===== src/hfmt_pkg.sv =====
// Shared types, constants and helpers for the hex float text formatter.
// Used by every module of the block; depends on nothing.

package hfmt_pkg;

   // Item layout
   localparam int REQ_DATA_W = 88;
   localparam int RSP_DATA_W = 8;
   localparam int FRAC_NIBS  = 15;
   localparam int EXP_W      = 16;
   localparam int AEXP_W     = 15;
   localparam int PREC_W     = 6;
   localparam int DIGITS     = 5;
   localparam int DIG_IDX_W  = 3;
   localparam int QDEPTH     = 2;
   localparam int QPTR_W     = $clog2(QDEPTH);

   // Precision limits and format constants
   localparam logic [PREC_W-1:0] PREC_MAX    = 6'd48;
   localparam logic [3:0]        NN_DOUBLE   = 4'd13;
   localparam logic [3:0]        NN_EXTENDED = 4'd15;
   localparam logic signed [EXP_W-1:0] DBL_BIAS       = 16'sd1023;
   localparam logic signed [EXP_W-1:0] DBL_DENORM_EXP = -16'sd1022;
   localparam logic signed [EXP_W-1:0] EXT_EXP_ADJ    = 16'sd16386;
   localparam logic signed [EXP_W-1:0] RENORM_STEP    = 16'sd4;

   // Reciprocal of ten, valid for exponent magnitudes well past 16389
   localparam logic [31:0] RECIP_TEN  = 32'd52429;
   localparam int          RECIP_SHFT = 19;

   // ASCII codes
   localparam logic [7:0] CH_ZERO  = 8'h30;
   localparam logic [7:0] CH_NINE  = 8'h39;
   localparam logic [7:0] CH_X_LO  = 8'h78;
   localparam logic [7:0] CH_X_UP  = 8'h58;
   localparam logic [7:0] CH_P_LO  = 8'h70;
   localparam logic [7:0] CH_P_UP  = 8'h50;
   localparam logic [7:0] CH_A_LO  = 8'h61;
   localparam logic [7:0] CH_A_UP  = 8'h41;
   localparam logic [7:0] CH_DOT   = 8'h2e;
   localparam logic [7:0] CH_PLUS  = 8'h2b;
   localparam logic [7:0] CH_MINUS = 8'h2d;

   // Fraction nibbles, index 0 is the most significant
   typedef logic [0:FRAC_NIBS-1][3:0] hfmt_frac_type;

   // One formatted value waiting for the character sequencer
   typedef struct packed {
      logic [3:0]                 lead;
      hfmt_frac_type              frac;
      logic [PREC_W-1:0]          n_frac;
      logic                       dot;
      logic                       upper;
      logic                       neg;
      logic [DIG_IDX_W-1:0]       n_dig;
      logic [DIGITS-1:0][3:0]     dig;
   } hfmt_entry_type;

   typedef enum logic [2:0] {
      F_IDLE,
      F_ROUND,
      F_EXP,
      F_DIG,
      F_PUSH
   } hfmt_front_state_type;

   typedef enum logic [2:0] {
      B_ZERO,
      B_X,
      B_LEAD,
      B_DOT,
      B_FRAC,
      B_PCHAR,
      B_SIGN,
      B_DIGIT
   } hfmt_back_state_type;

   // Hex digit to ASCII
   function automatic logic [7:0] hex_char(input logic [3:0] nib, input logic upper);
      logic [7:0] base;
      base = upper ? CH_A_UP : CH_A_LO;
      if (nib < 4'd10) begin
         return CH_ZERO + {4'b0, nib};
      end
      return base + {4'b0, nib} - 8'd10;
   endfunction

endpackage


===== src/hfmt_front.sv =====
// Front end: accepts a value, decodes the format, rounds the fraction and
// converts the exponent to decimal digits. Depends on hfmt_pkg.

module hfmt_front (
   input  logic                     clock,
   input  logic                     reset,
   input  logic                     req_tvalid,
   output logic                     req_tready,
   input  logic [87:0]              req_tdata,
   input  logic                     req_tuser,
   output logic                     push_valid,
   input  logic                     push_ready,
   output hfmt_pkg::hfmt_entry_type push_entry
);
   import hfmt_pkg::*;

   hfmt_front_state_type state_ff, state_in;

   logic [3:0]                 lead_ff, lead_in;
   hfmt_frac_type              frac_ff, frac_in;
   logic signed [EXP_W-1:0]    exp_ff, exp_in;
   logic [PREC_W-1:0]          prec_ff, prec_in;
   logic                       short_ff, short_in;
   logic                       ext_ff, ext_in;
   logic                       alt_ff, alt_in;
   logic                       up_ff, up_in;
   logic [PREC_W-1:0]          n_ff, n_in;
   logic                       neg_ff, neg_in;
   logic [AEXP_W-1:0]          ae_ff, ae_in;
   logic [DIG_IDX_W-1:0]       ndig_ff, ndig_in;
   logic [DIG_IDX_W-1:0]       dcnt_ff, dcnt_in;
   logic [DIGITS-1:0][3:0]     dig_ff;

   logic accept;

   // Input fields
   logic [63:0] in_bits;
   logic [14:0] in_bexp;
   logic [6:0]  in_prec;

   // Decode
   logic [14:0]             ext_be;
   logic [10:0]             dbl_be;
   logic [51:0]             dbl_man;
   logic [3:0]              dec_lead;
   hfmt_frac_type           dec_frac;
   logic signed [EXP_W-1:0] dec_exp;
   logic [PREC_W-1:0]       dec_prec;

   // Rounding
   logic [3:0]         nn;
   logic               do_round;
   hfmt_frac_type      keep_frac;
   logic [3:0]         half;
   logic               rest;
   logic               prev;
   logic               rnd;
   logic [64:0]        inc;
   logic [64:0]        sum;
   logic [PREC_W-1:0]  n_strip;

   // Decimal digit step
   logic [31:0]        prod;
   logic [12:0]        quot;
   logic [AEXP_W-1:0]  rem;

   assign accept  = req_tvalid && req_tready;
   assign in_bits = req_tdata[63:0];
   assign in_bexp = req_tdata[78:64];
   assign in_prec = req_tdata[85:79];

   // Format decode of the incoming value
   always_comb begin
      ext_be  = (in_bexp == 15'd0) ? 15'd1 : in_bexp;
      dbl_be  = in_bits[62:52];
      dbl_man = in_bits[51:0];
      if (req_tuser) begin
         if (in_bexp == 15'd0 && in_bits == 64'd0) begin
            dec_lead = 4'd0;
            dec_frac = '0;
            dec_exp  = '0;
         end else begin
            dec_lead = in_bits[63:60];
            dec_frac = hfmt_frac_type'(in_bits[59:0]);
            dec_exp  = $signed({1'b0, ext_be}) - EXT_EXP_ADJ;
         end
      end else begin
         dec_frac = hfmt_frac_type'({dbl_man, 8'd0});
         if (dbl_be == 11'd0) begin
            dec_lead = 4'd0;
            dec_exp  = (dbl_man != 52'd0) ? DBL_DENORM_EXP : '0;
         end else begin
            dec_lead = 4'd1;
            dec_exp  = $signed({5'd0, dbl_be}) - DBL_BIAS;
         end
      end
      // negative precision means shortest form; large values saturate
      if (in_prec[6]) begin
         dec_prec = '0;
      end else if (in_prec[5:0] > PREC_MAX) begin
         dec_prec = PREC_MAX;
      end else begin
         dec_prec = in_prec[5:0];
      end
   end

   // Round half-to-even at the precision, and count digits for shortest form
   always_comb begin
      nn       = ext_ff ? NN_EXTENDED : NN_DOUBLE;
      do_round = !short_ff && (prec_ff < {2'b0, nn});
      half     = '0;
      rest     = 1'b0;
      prev     = lead_ff[0];
      n_strip  = '0;
      keep_frac = '0;
      for (int i = 0; i < FRAC_NIBS; i++) begin
         if (PREC_W'(i) < prec_ff) begin
            keep_frac[i] = frac_ff[i];
         end
         if (PREC_W'(i) == prec_ff) begin
            half = frac_ff[i];
         end
         if (PREC_W'(i) > prec_ff && frac_ff[i] != 4'd0) begin
            rest = 1'b1;
         end
         if (PREC_W'(i + 1) == prec_ff) begin
            prev = frac_ff[i][0];
         end
         if (frac_ff[i] != 4'd0) begin
            n_strip = PREC_W'(i + 1);
         end
      end
      rnd = (half > 4'd8) || (half == 4'd8 && (rest || prev));
      inc = 65'd1 << (8'd60 - {prec_ff, 2'b00});
      sum = {1'b0, lead_ff, keep_frac} + (rnd ? inc : 65'd0);
   end

   // One decimal digit per cycle by reciprocal multiply
   always_comb begin
      prod = {17'd0, ae_ff} * RECIP_TEN;
      quot = prod[31:RECIP_SHFT];
      rem  = ae_ff - AEXP_W'({quot, 3'b000} + {1'b0, quot, 1'b0});
   end

   // Next state
   always_comb begin
      state_in = state_ff;
      case (state_ff)
         F_IDLE: begin
            if (accept) state_in = F_ROUND;
         end
         F_ROUND: state_in = F_EXP;
         F_EXP:   state_in = F_DIG;
         F_DIG: begin
            if (dcnt_ff == DIG_IDX_W'(DIGITS - 1)) state_in = F_PUSH;
         end
         F_PUSH: begin
            if (push_ready) state_in = F_IDLE;
         end
         default: state_in = F_IDLE;
      endcase
   end

   // Handshake outputs
   always_comb begin
      req_tready = 1'b0;
      push_valid = 1'b0;
      case (state_ff)
         F_IDLE:  req_tready = 1'b1;
         F_PUSH:  push_valid = 1'b1;
         default: begin
            req_tready = 1'b0;
            push_valid = 1'b0;
         end
      endcase
   end

   // Datapath next values
   always_comb begin
      lead_in  = lead_ff;
      frac_in  = frac_ff;
      exp_in   = exp_ff;
      prec_in  = prec_ff;
      short_in = short_ff;
      ext_in   = ext_ff;
      alt_in   = alt_ff;
      up_in    = up_ff;
      n_in     = n_ff;
      neg_in   = neg_ff;
      ae_in    = ae_ff;
      ndig_in  = ndig_ff;
      dcnt_in  = dcnt_ff;
      case (state_ff)
         F_IDLE: begin
            lead_in  = dec_lead;
            frac_in  = dec_frac;
            exp_in   = dec_exp;
            prec_in  = dec_prec;
            short_in = in_prec[6];
            ext_in   = req_tuser;
            alt_in   = req_tdata[86];
            up_in    = req_tdata[87];
         end
         F_ROUND: begin
            n_in = short_ff ? n_strip : prec_ff;
            if (do_round) begin
               frac_in = hfmt_frac_type'(sum[59:0]);
               if (sum[64]) begin
                  lead_in = 4'd1;
                  exp_in  = exp_ff + RENORM_STEP;
               end else begin
                  lead_in = sum[63:60];
               end
            end
         end
         F_EXP: begin
            neg_in  = exp_ff[EXP_W-1];
            ae_in   = exp_ff[EXP_W-1] ? AEXP_W'(-exp_ff) : exp_ff[AEXP_W-1:0];
            dcnt_in = '0;
            if (ae_in >= 15'd10000) begin
               ndig_in = 3'd5;
            end else if (ae_in >= 15'd1000) begin
               ndig_in = 3'd4;
            end else if (ae_in >= 15'd100) begin
               ndig_in = 3'd3;
            end else if (ae_in >= 15'd10) begin
               ndig_in = 3'd2;
            end else begin
               ndig_in = 3'd1;
            end
         end
         F_DIG: begin
            ae_in   = {2'b00, quot};
            dcnt_in = dcnt_ff + 3'd1;
         end
         default: begin
            dcnt_in = dcnt_ff;
         end
      endcase
   end

   // Control registers
   always_ff @(posedge clock) begin
      if (reset) begin
         state_ff <= F_IDLE;
      end else begin
         state_ff <= state_in;
      end
   end

   // Payload registers
   always_ff @(posedge clock) begin
      lead_ff  <= lead_in;
      frac_ff  <= frac_in;
      exp_ff   <= exp_in;
      prec_ff  <= prec_in;
      short_ff <= short_in;
      ext_ff   <= ext_in;
      alt_ff   <= alt_in;
      up_ff    <= up_in;
      n_ff     <= n_in;
      neg_ff   <= neg_in;
      ae_ff    <= ae_in;
      ndig_ff  <= ndig_in;
      dcnt_ff  <= dcnt_in;
      if (state_ff == F_DIG) begin
         dig_ff[dcnt_ff] <= rem[3:0];
      end
   end

   // Entry handed to the queue
   always_comb begin
      push_entry.lead   = lead_ff;
      push_entry.frac   = frac_ff;
      push_entry.n_frac = n_ff;
      push_entry.dot    = (n_ff != '0) || alt_ff;
      push_entry.upper  = up_ff;
      push_entry.neg    = neg_ff;
      push_entry.n_dig  = ndig_ff;
      push_entry.dig    = dig_ff;
   end

endmodule


===== src/hfmt_queue.sv =====
// Small FIFO of formatted values between front end and character sequencer.
// Depends on hfmt_pkg.

module hfmt_queue (
   input  logic                     clock,
   input  logic                     reset,
   input  logic                     push_valid,
   output logic                     push_ready,
   input  hfmt_pkg::hfmt_entry_type push_entry,
   output logic                     pop_valid,
   input  logic                     pop,
   output hfmt_pkg::hfmt_entry_type head
);
   import hfmt_pkg::*;

   hfmt_entry_type      mem_ff [QDEPTH];
   logic [QPTR_W-1:0]   wr_ptr_ff, wr_ptr_in;
   logic [QPTR_W-1:0]   rd_ptr_ff, rd_ptr_in;
   logic [QPTR_W:0]     count_ff, count_in;
   logic                do_push;
   logic                do_pop;

   assign push_ready = (count_ff != (QPTR_W+1)'(QDEPTH));
   assign pop_valid  = (count_ff != '0);
   assign do_push    = push_valid && push_ready;
   assign do_pop     = pop && pop_valid;
   assign head       = mem_ff[rd_ptr_ff];

   // Pointer and fill count update
   always_comb begin
      wr_ptr_in = do_push ? wr_ptr_ff + 1'b1 : wr_ptr_ff;
      rd_ptr_in = do_pop  ? rd_ptr_ff + 1'b1 : rd_ptr_ff;
      count_in  = count_ff;
      if (do_push && !do_pop) begin
         count_in = count_ff + 1'b1;
      end else if (do_pop && !do_push) begin
         count_in = count_ff - 1'b1;
      end
   end

   always_ff @(posedge clock) begin
      if (reset) begin
         wr_ptr_ff <= '0;
         rd_ptr_ff <= '0;
         count_ff  <= '0;
      end else begin
         wr_ptr_ff <= wr_ptr_in;
         rd_ptr_ff <= rd_ptr_in;
         count_ff  <= count_in;
      end
   end

   // Storage
   always_ff @(posedge clock) begin
      if (do_push) begin
         mem_ff[wr_ptr_ff] <= push_entry;
      end
   end

endmodule


===== src/hfmt_back.sv =====
// Character sequencer: walks one queued value and emits its text, one
// character per transfer, through an output register. Depends on hfmt_pkg.

module hfmt_back (
   input  logic                     clock,
   input  logic                     reset,
   input  logic                     q_valid,
   input  hfmt_pkg::hfmt_entry_type head,
   output logic                     q_pop,
   output logic                     rsp_tvalid,
   input  logic                     rsp_tready,
   output logic [7:0]               rsp_tdata,
   output logic                     rsp_tlast
);
   import hfmt_pkg::*;

   hfmt_back_state_type state_ff, state_in;

   logic [PREC_W-1:0]    fidx_ff, fidx_in;
   logic [DIG_IDX_W-1:0] didx_ff, didx_in;
   logic                 valid_ff;
   logic [7:0]           data_ff;
   logic                 last_ff;

   logic       out_free;
   logic       step;
   logic [3:0] nib;
   logic [7:0] ch;
   logic       ch_last;

   assign out_free   = !valid_ff || rsp_tready;
   assign step       = q_valid && out_free;
   assign rsp_tvalid = valid_ff;
   assign rsp_tdata  = data_ff;
   assign rsp_tlast  = last_ff;

   // Fraction nibble, zero past the stored digits
   assign nib = (fidx_ff < PREC_W'(FRAC_NIBS)) ? head.frac[fidx_ff[3:0]] : 4'd0;

   // Next state
   always_comb begin
      state_in = state_ff;
      if (step) begin
         case (state_ff)
            B_ZERO: state_in = B_X;
            B_X:    state_in = B_LEAD;
            B_LEAD: state_in = head.dot ? B_DOT : B_PCHAR;
            B_DOT:  state_in = (head.n_frac != '0) ? B_FRAC : B_PCHAR;
            B_FRAC: begin
               if (fidx_ff + 1'b1 == head.n_frac) state_in = B_PCHAR;
            end
            B_PCHAR: state_in = B_SIGN;
            B_SIGN:  state_in = B_DIGIT;
            B_DIGIT: begin
               if (didx_ff == '0) state_in = B_ZERO;
            end
            default: state_in = B_ZERO;
         endcase
      end
   end

   // Character for the current state
   always_comb begin
      ch      = CH_ZERO;
      ch_last = 1'b0;
      q_pop   = 1'b0;
      case (state_ff)
         B_ZERO:  ch = CH_ZERO;
         B_X:     ch = head.upper ? CH_X_UP : CH_X_LO;
         B_LEAD:  ch = hex_char(head.lead, head.upper);
         B_DOT:   ch = CH_DOT;
         B_FRAC:  ch = hex_char(nib, head.upper);
         B_PCHAR: ch = head.upper ? CH_P_UP : CH_P_LO;
         B_SIGN:  ch = head.neg ? CH_MINUS : CH_PLUS;
         B_DIGIT: begin
            ch      = CH_ZERO + {4'd0, head.dig[didx_ff]};
            ch_last = (didx_ff == '0);
            q_pop   = step && (didx_ff == '0);
         end
         default: ch = CH_ZERO;
      endcase
   end

   // Digit position counters
   always_comb begin
      fidx_in = fidx_ff;
      didx_in = didx_ff;
      if (step) begin
         fidx_in = (state_ff == B_FRAC) ? fidx_ff + 1'b1 : '0;
         if (state_ff == B_SIGN) begin
            didx_in = head.n_dig - 1'b1;
         end else if (state_ff == B_DIGIT) begin
            didx_in = didx_ff - 1'b1;
         end
      end
   end

   always_ff @(posedge clock) begin
      if (reset) begin
         state_ff <= B_ZERO;
         fidx_ff  <= '0;
         didx_ff  <= '0;
         valid_ff <= 1'b0;
      end else begin
         state_ff <= state_in;
         fidx_ff  <= fidx_in;
         didx_ff  <= didx_in;
         if (out_free) begin
            valid_ff <= step;
         end
      end
   end

   // Output register payload
   always_ff @(posedge clock) begin
      if (out_free) begin
         data_ff <= ch;
         last_ff <= ch_last;
      end
   end

endmodule


===== src/hex_float_text_formatter_unit.sv =====
// Top level of the hex float (%a) text formatter.
// Depends on hfmt_pkg, hfmt_front, hfmt_queue and hfmt_back.
//
//  channel | dir | handshake           | payload
//  --------+-----+---------------------+---------------------------------------
//  req     | in  | req_tvalid/tready   | tdata: value, exponent, precision, flags
//          |     |                     | tuser: extended
//  rsp     | out | rsp_tvalid/tready   | tdata: character; tlast: final character
//
// The front end takes a value through accept, round, exponent sign, five
// decimal digit steps of the reciprocal multiply and a queue write.
// The sequencer emits one character per cycle unless the queue is empty or
// rsp_tready stalls it, 6 to 59 characters per value.
// A two-entry queue lets the front end work on the next value while the
// sequencer is stalled by rsp_tready; the output register holds a waiting
// character. Reset is synchronous and empties the queue and both sequencers.

module hex_float_text_formatter_unit (
   input  logic        clock,
   input  logic        reset,
   input  logic        req_tvalid,
   output logic        req_tready,
   // [63:0] value_bits, [78:64] biased_exponent, [85:79] precision,
   // [86] alt_form, [87] upper_case
   input  logic [87:0] req_tdata,
   // [0] extended
   input  logic        req_tuser,
   output logic        rsp_tvalid,
   input  logic        rsp_tready,
   // [7:0] out_char
   output logic [7:0]  rsp_tdata,
   output logic        rsp_tlast
);
   import hfmt_pkg::*;

   logic           push_valid;
   logic           push_ready;
   hfmt_entry_type push_entry;
   logic           q_valid;
   logic           q_pop;
   hfmt_entry_type q_head;

   hfmt_front u_front (
      .clock      (clock),
      .reset      (reset),
      .req_tvalid (req_tvalid),
      .req_tready (req_tready),
      .req_tdata  (req_tdata),
      .req_tuser  (req_tuser),
      .push_valid (push_valid),
      .push_ready (push_ready),
      .push_entry (push_entry)
   );

   hfmt_queue u_queue (
      .clock      (clock),
      .reset      (reset),
      .push_valid (push_valid),
      .push_ready (push_ready),
      .push_entry (push_entry),
      .pop_valid  (q_valid),
      .pop        (q_pop),
      .head       (q_head)
   );

   hfmt_back u_back (
      .clock      (clock),
      .reset      (reset),
      .q_valid    (q_valid),
      .head       (q_head),
      .q_pop      (q_pop),
      .rsp_tvalid (rsp_tvalid),
      .rsp_tready (rsp_tready),
      .rsp_tdata  (rsp_tdata),
      .rsp_tlast  (rsp_tlast)
   );

   // The front end is busy right after taking a value
   a_front_busy: assert property (@(posedge clock) disable iff (reset)
      req_tvalid && req_tready |=> !req_tready)
      else $error("front end ready right after an accepted transfer");

   // Every value ends on a decimal exponent digit
   a_last_digit: assert property (@(posedge clock) disable iff (reset)
      rsp_tvalid && rsp_tlast |-> rsp_tdata >= CH_ZERO && rsp_tdata <= CH_NINE)
      else $error("final character is not a decimal digit");

   // The sequencer only retires a queued value that exists
   a_pop_valid: assert property (@(posedge clock) disable iff (reset)
      q_pop |-> q_valid)
      else $error("queue pop while empty");

endmodule

===== config.mk =====
export PLATFORM = sky130hd
export DESIGN_NAME = hex_float_text_formatter_unit
export DESIGN_NICKNAME = d
export VERILOG_FILES = /design/src/hfmt_pkg.sv /design/src/hfmt_front.sv /design/src/hfmt_queue.sv /design/src/hfmt_back.sv /design/src/hex_float_text_formatter_unit.sv
export SDC_FILE = /design/constraint.sdc
export NUM_CORES = 1
export LEC_CHECK = 0
export ABC_AREA = 0
export BUFFER_PORTS_ARGS = -buffer_cell sky130_fd_sc_hd__buf_2
export CORE_MARGIN = 2
export CORE_UTILIZATION = 45
export CTS_BUF_LIST = sky130_fd_sc_hd__clkbuf_8
export DETAILED_ROUTE_END_ITERATION = 12
export PLACE_DENSITY = 0.64
export SLEW_MARGIN = 15
export SYNTH_ARGS = -nofsm -noshare
export SYNTH_HDL_FRONTEND = slang
export SYNTH_HIERARCHICAL = 1
export SYNTH_SLANG_ARGS = --single-unit

===== constraint.sdc =====
create_clock -name clock -period 9.1 [get_ports clock]
set_input_delay 1.82 -clock clock [delete_from_list [all_inputs] [get_ports clock]]
set_output_delay 1.82 -clock clock [all_outputs]
set_load 0.01 [all_outputs]

==> impl_metrics.py <==
metrics = {
    "synthesis": {
        "syn-cell-area_sq_um": 24100,
        "synthCells": 2188,
        "synth-seq-cells": 359,
        "yosys_warnings": 6,
        "synth_async_sr_flop_share_pct": 0,
        "synth_nets": 2487,
        "avgSynthCellArea_sq_um": 11.0,
        "ys.flop_type": "edfxtp_1",
        "ys_types": 102,
        "synth_edf_count": 338,
        "yosysSeqAreaShare_pct": 43.8,
    },
    "critical_path": {
        "crit_top_cell": "nor2_1",
        "path_cells": "inv_1, ha_1, buf_4, nand2_1, nor3b_2, a22oi_1, a211o_1, o41ai_1, a31oi_1, a311oi_2, or2_1, nor3_1, ha_1, nand4_1, a21oi_1, nor2_1, nor4_1, a2111oi_2, nor2_1, nor2_1, o31a_1, nor2b_2",
        "critPathLaunchType": "flip-flop",
        "worstSetupEndpointType": "flip-flop",
        "cp_data_arrival_time_ns": 7.33,
        "reg2reg_setup_slack_ns": 2.07,
        "worst_ep_required_time_ns": 9.40,
        "max_stage_delay_ns": 0.70,
        "slowest_stage": "nor4_1",
        "crit_fanout": 18,
        "critical_path_class": "flip-flop to flip-flop",
    },
    "cells_and_area": {
        "fin_area_sq_um": 26300,
        "area_growth_pct": 8.86,
        "final_cell_mix": "edfxtp_1 (338), inv_1 (173), nand2_1 (147), ha_1 (147), a21oi_1 (141)",
        "layout_commonest_cell": "edfxtp_1",
        "layout-drive-gt1-share_pct": 15.0,
        "nets": 2574,
    },
    "global_routing": {
        "grt_antenna_before_repair": 2,
        "grt_pass1_wl_um": 101000,
        "gr-total-overflow": 0,
        "grt_start_max_net_pins": 79,
        "grt_usage_pct": 23.2,
        "grt_pass1_vias": 17468,
    },
    "floorplan": {
        "ios": 104,
        "initial_core_util_pct": 45.7,
        "coreArea_sq_um": 52800,
        "die_w_um": 236,
        "die_h_um": 236,
        "dieArea_sq_um": 55500,
        "placementRows": 84,
    },
    "route": {
        "firstDrtPassIters": 7,
        "drc_errors": 0,
        "wirelength_um": 65300,
        "dr_total_vias": 17983,
        "postRouteAntennaNets": 0,
        "wl_per_cell_um": 21.7,
        "drt_iter0_drc": 1863,
        "avgViaCountPerCell": 5.97,
    },
    "place": {
        "dpl_cell_area_sq_um": 25100,
        "io_buffers": 102,
        "place_congestion": 0.929,
        "hpwl_um": 49000,
    },
    "sta": {
        "tns_ns": 0,
        "finalSetupViolations": 0,
        "relSlewSlack_pct": 24.8,
        "slew_violations": 0,
        "finClkSkew_ns": 0.0236,
        "fmax_mhz": 142,
        "fin_crit_ns": 7.03,
        "tightest_slew_ns": 1.12,
        "hold_viol": 0,
        "min_period_over_period_pct": 77.3,
        "rsz0062_at_grt": "false",
    },
    "clock_network": {
        "clk_latency_ns": 0.69,
        "cts-hold-fix-buffers": 0,
        "clk_pin_slew_worst_paths_ns": 0.07,
        "cts_buffers": 61,
        "cts_root_buf": "clkbuf_8",
        "clock_path_buffers": 3,
        "post_cts_buffers": 0,
        "cts_tree": "done",
        "htreeDepth": 2,
        "clock-sinks": 359,
        "cts.repair.resized": 0,
    },
    "power_and_ir_drop": {
        "finalPower_mw": 9.21,
        "p_leak_nw": 9.87,
        "irDropWorstVdd_mv": 0.841,
        "p_per_area_nw_per_um2": 351,
    },
    "run_status": {
        "status": "finished, final reports clean",
    },
    "hold_path": {
        "hold_class": "flip-flop to flip-flop",
    },
    "run": {
        "drv_cap": 0,
    },
}
## cell usage after synthesis (all sizes together) (49+ instances only)
| library cell | number | area, sq um |
|---|---|---|
| a221oi | 51 | 447 |
| nand3 | 63 | 320 |
| xnor2 | 75 | 657 |
| nand2 | 148 | 558 |
| mux2 | 97 | 1240 |
| xor2 | 53 | 464 |
| edfxtp | 338 | 10100 |
| nor2 | 128 | 480 |
| inv | 148 | 556 |
| o21ai | 76 | 380 |
| fa | 59 | 1180 |
| nor3 | 49 | 245 |
| ha | 147 | 1840 |
| a21oi | 143 | 723 |
| clkbuf | 58 | 218 |
## through the flow
| step | util (%) | worst slack [ns] | hold slack [ns] | cells |
|---|---|---|---|---|
| after floorplan | - | 3.40 | 0.421 | 2188 |
| after global placement | 47.6 | 2.02 | 0.425 | 2900 |
| after detailed placement | 47.6 | 1.88 | 0.432 | 2900 |
| after CTS | 49.7 | 1.84 | 0.446 | 3009 |
| after global routing | 49.8 | 1.66 | 0.451 | 3010 |
| final | 49.8 | 2.07 | 0.447 | 3012 |
## worst max-delay path: cells and delay by family (launching register included)
kind,cells,cell delay (ns)
AOI/OAI and AO/OA,8,2.15
buffers and inverters,2,0.42
DFF,1,0.47
and+or+nand+nor,10,2.77
adders and majority gates,2,0.80
## path summary, 6_finish.rpt
path                          startpoint               endpoint  depth (start not counted)
setup / recovery      u_front/prec_ff[4]      u_front/exp_ff[9]                         22
hold / removal    u_front/push_entry[10]  u_queue/mem_ff[1][10]                          0
hold reg to reg   u_front/push_entry[10]  u_queue/mem_ff[1][10]                          0
setup reg to reg      u_front/prec_ff[4]      u_front/exp_ff[9]                         22
## cell type report
type | count | area, sq um
diodes | 3 | 7.51
clock buffers | 65 | 895
clock inverters | 44 | 216
fillers | 4751 | 26500
inverters | 148 | 559
multi-input cells | 1582 | 12500
flip-flops and latches | 359 | 10600
well taps | 688 | 861
repair buffers | 123 | 668
## metal layers
metal | up-vias | track usage, % | share of wire [%]
met2 | 716 | 34.5 | 43
met4 | 0 | 5.81 | 2.0
met5 | - | 0 | 0
met3 | 89 | 4.08 | 7.1
met1 | 8759 | 34.9 | 48
li1 | 8419 | - | -
## state kept, by name (all words and copies together), names as in the netlist, 2 cells and up, named ones only
register	cells
u_queue/mem_ff	192
u_front/push_entry	80
u_front/exp_ff	16
u_front/ae_ff	15
u_back/rsp_tdata	7
u_back/fidx_ff	6
u_front/n_ff	6
u_front/prec_ff	6
u_front/lead_ff	4
u_back/didx_ff	3
u_back/state_ff	3
u_front/dcnt_ff	3
u_front/ndig_ff	3
u_front/state_ff	3
u_queue/count_ff	2
## logic make-up after synthesis
family | after synthesis | share of synthesized area (%)
xor+xnor | 129 | 4.74
compound gates | 475 | 13.5
other cells | 2 | 0.0311
fa+ha+maj | 206 | 12.5
simple gates | 640 | 13.7
mux | 130 | 7.02
flops | 359 | 43.8
buf+inv | 247 | 4.64
## report_power, final
group / leakage, nW / switching (mW) / internal, mW
clock network: 0.669 / 0.648 / 0.684
logic: 5.86 / 3.16 / 2.06
registers: 3.33 / 0.246 / 2.41
total: 9.87 / 4.05 / 5.16
Power figures use the tool's default switching activity.
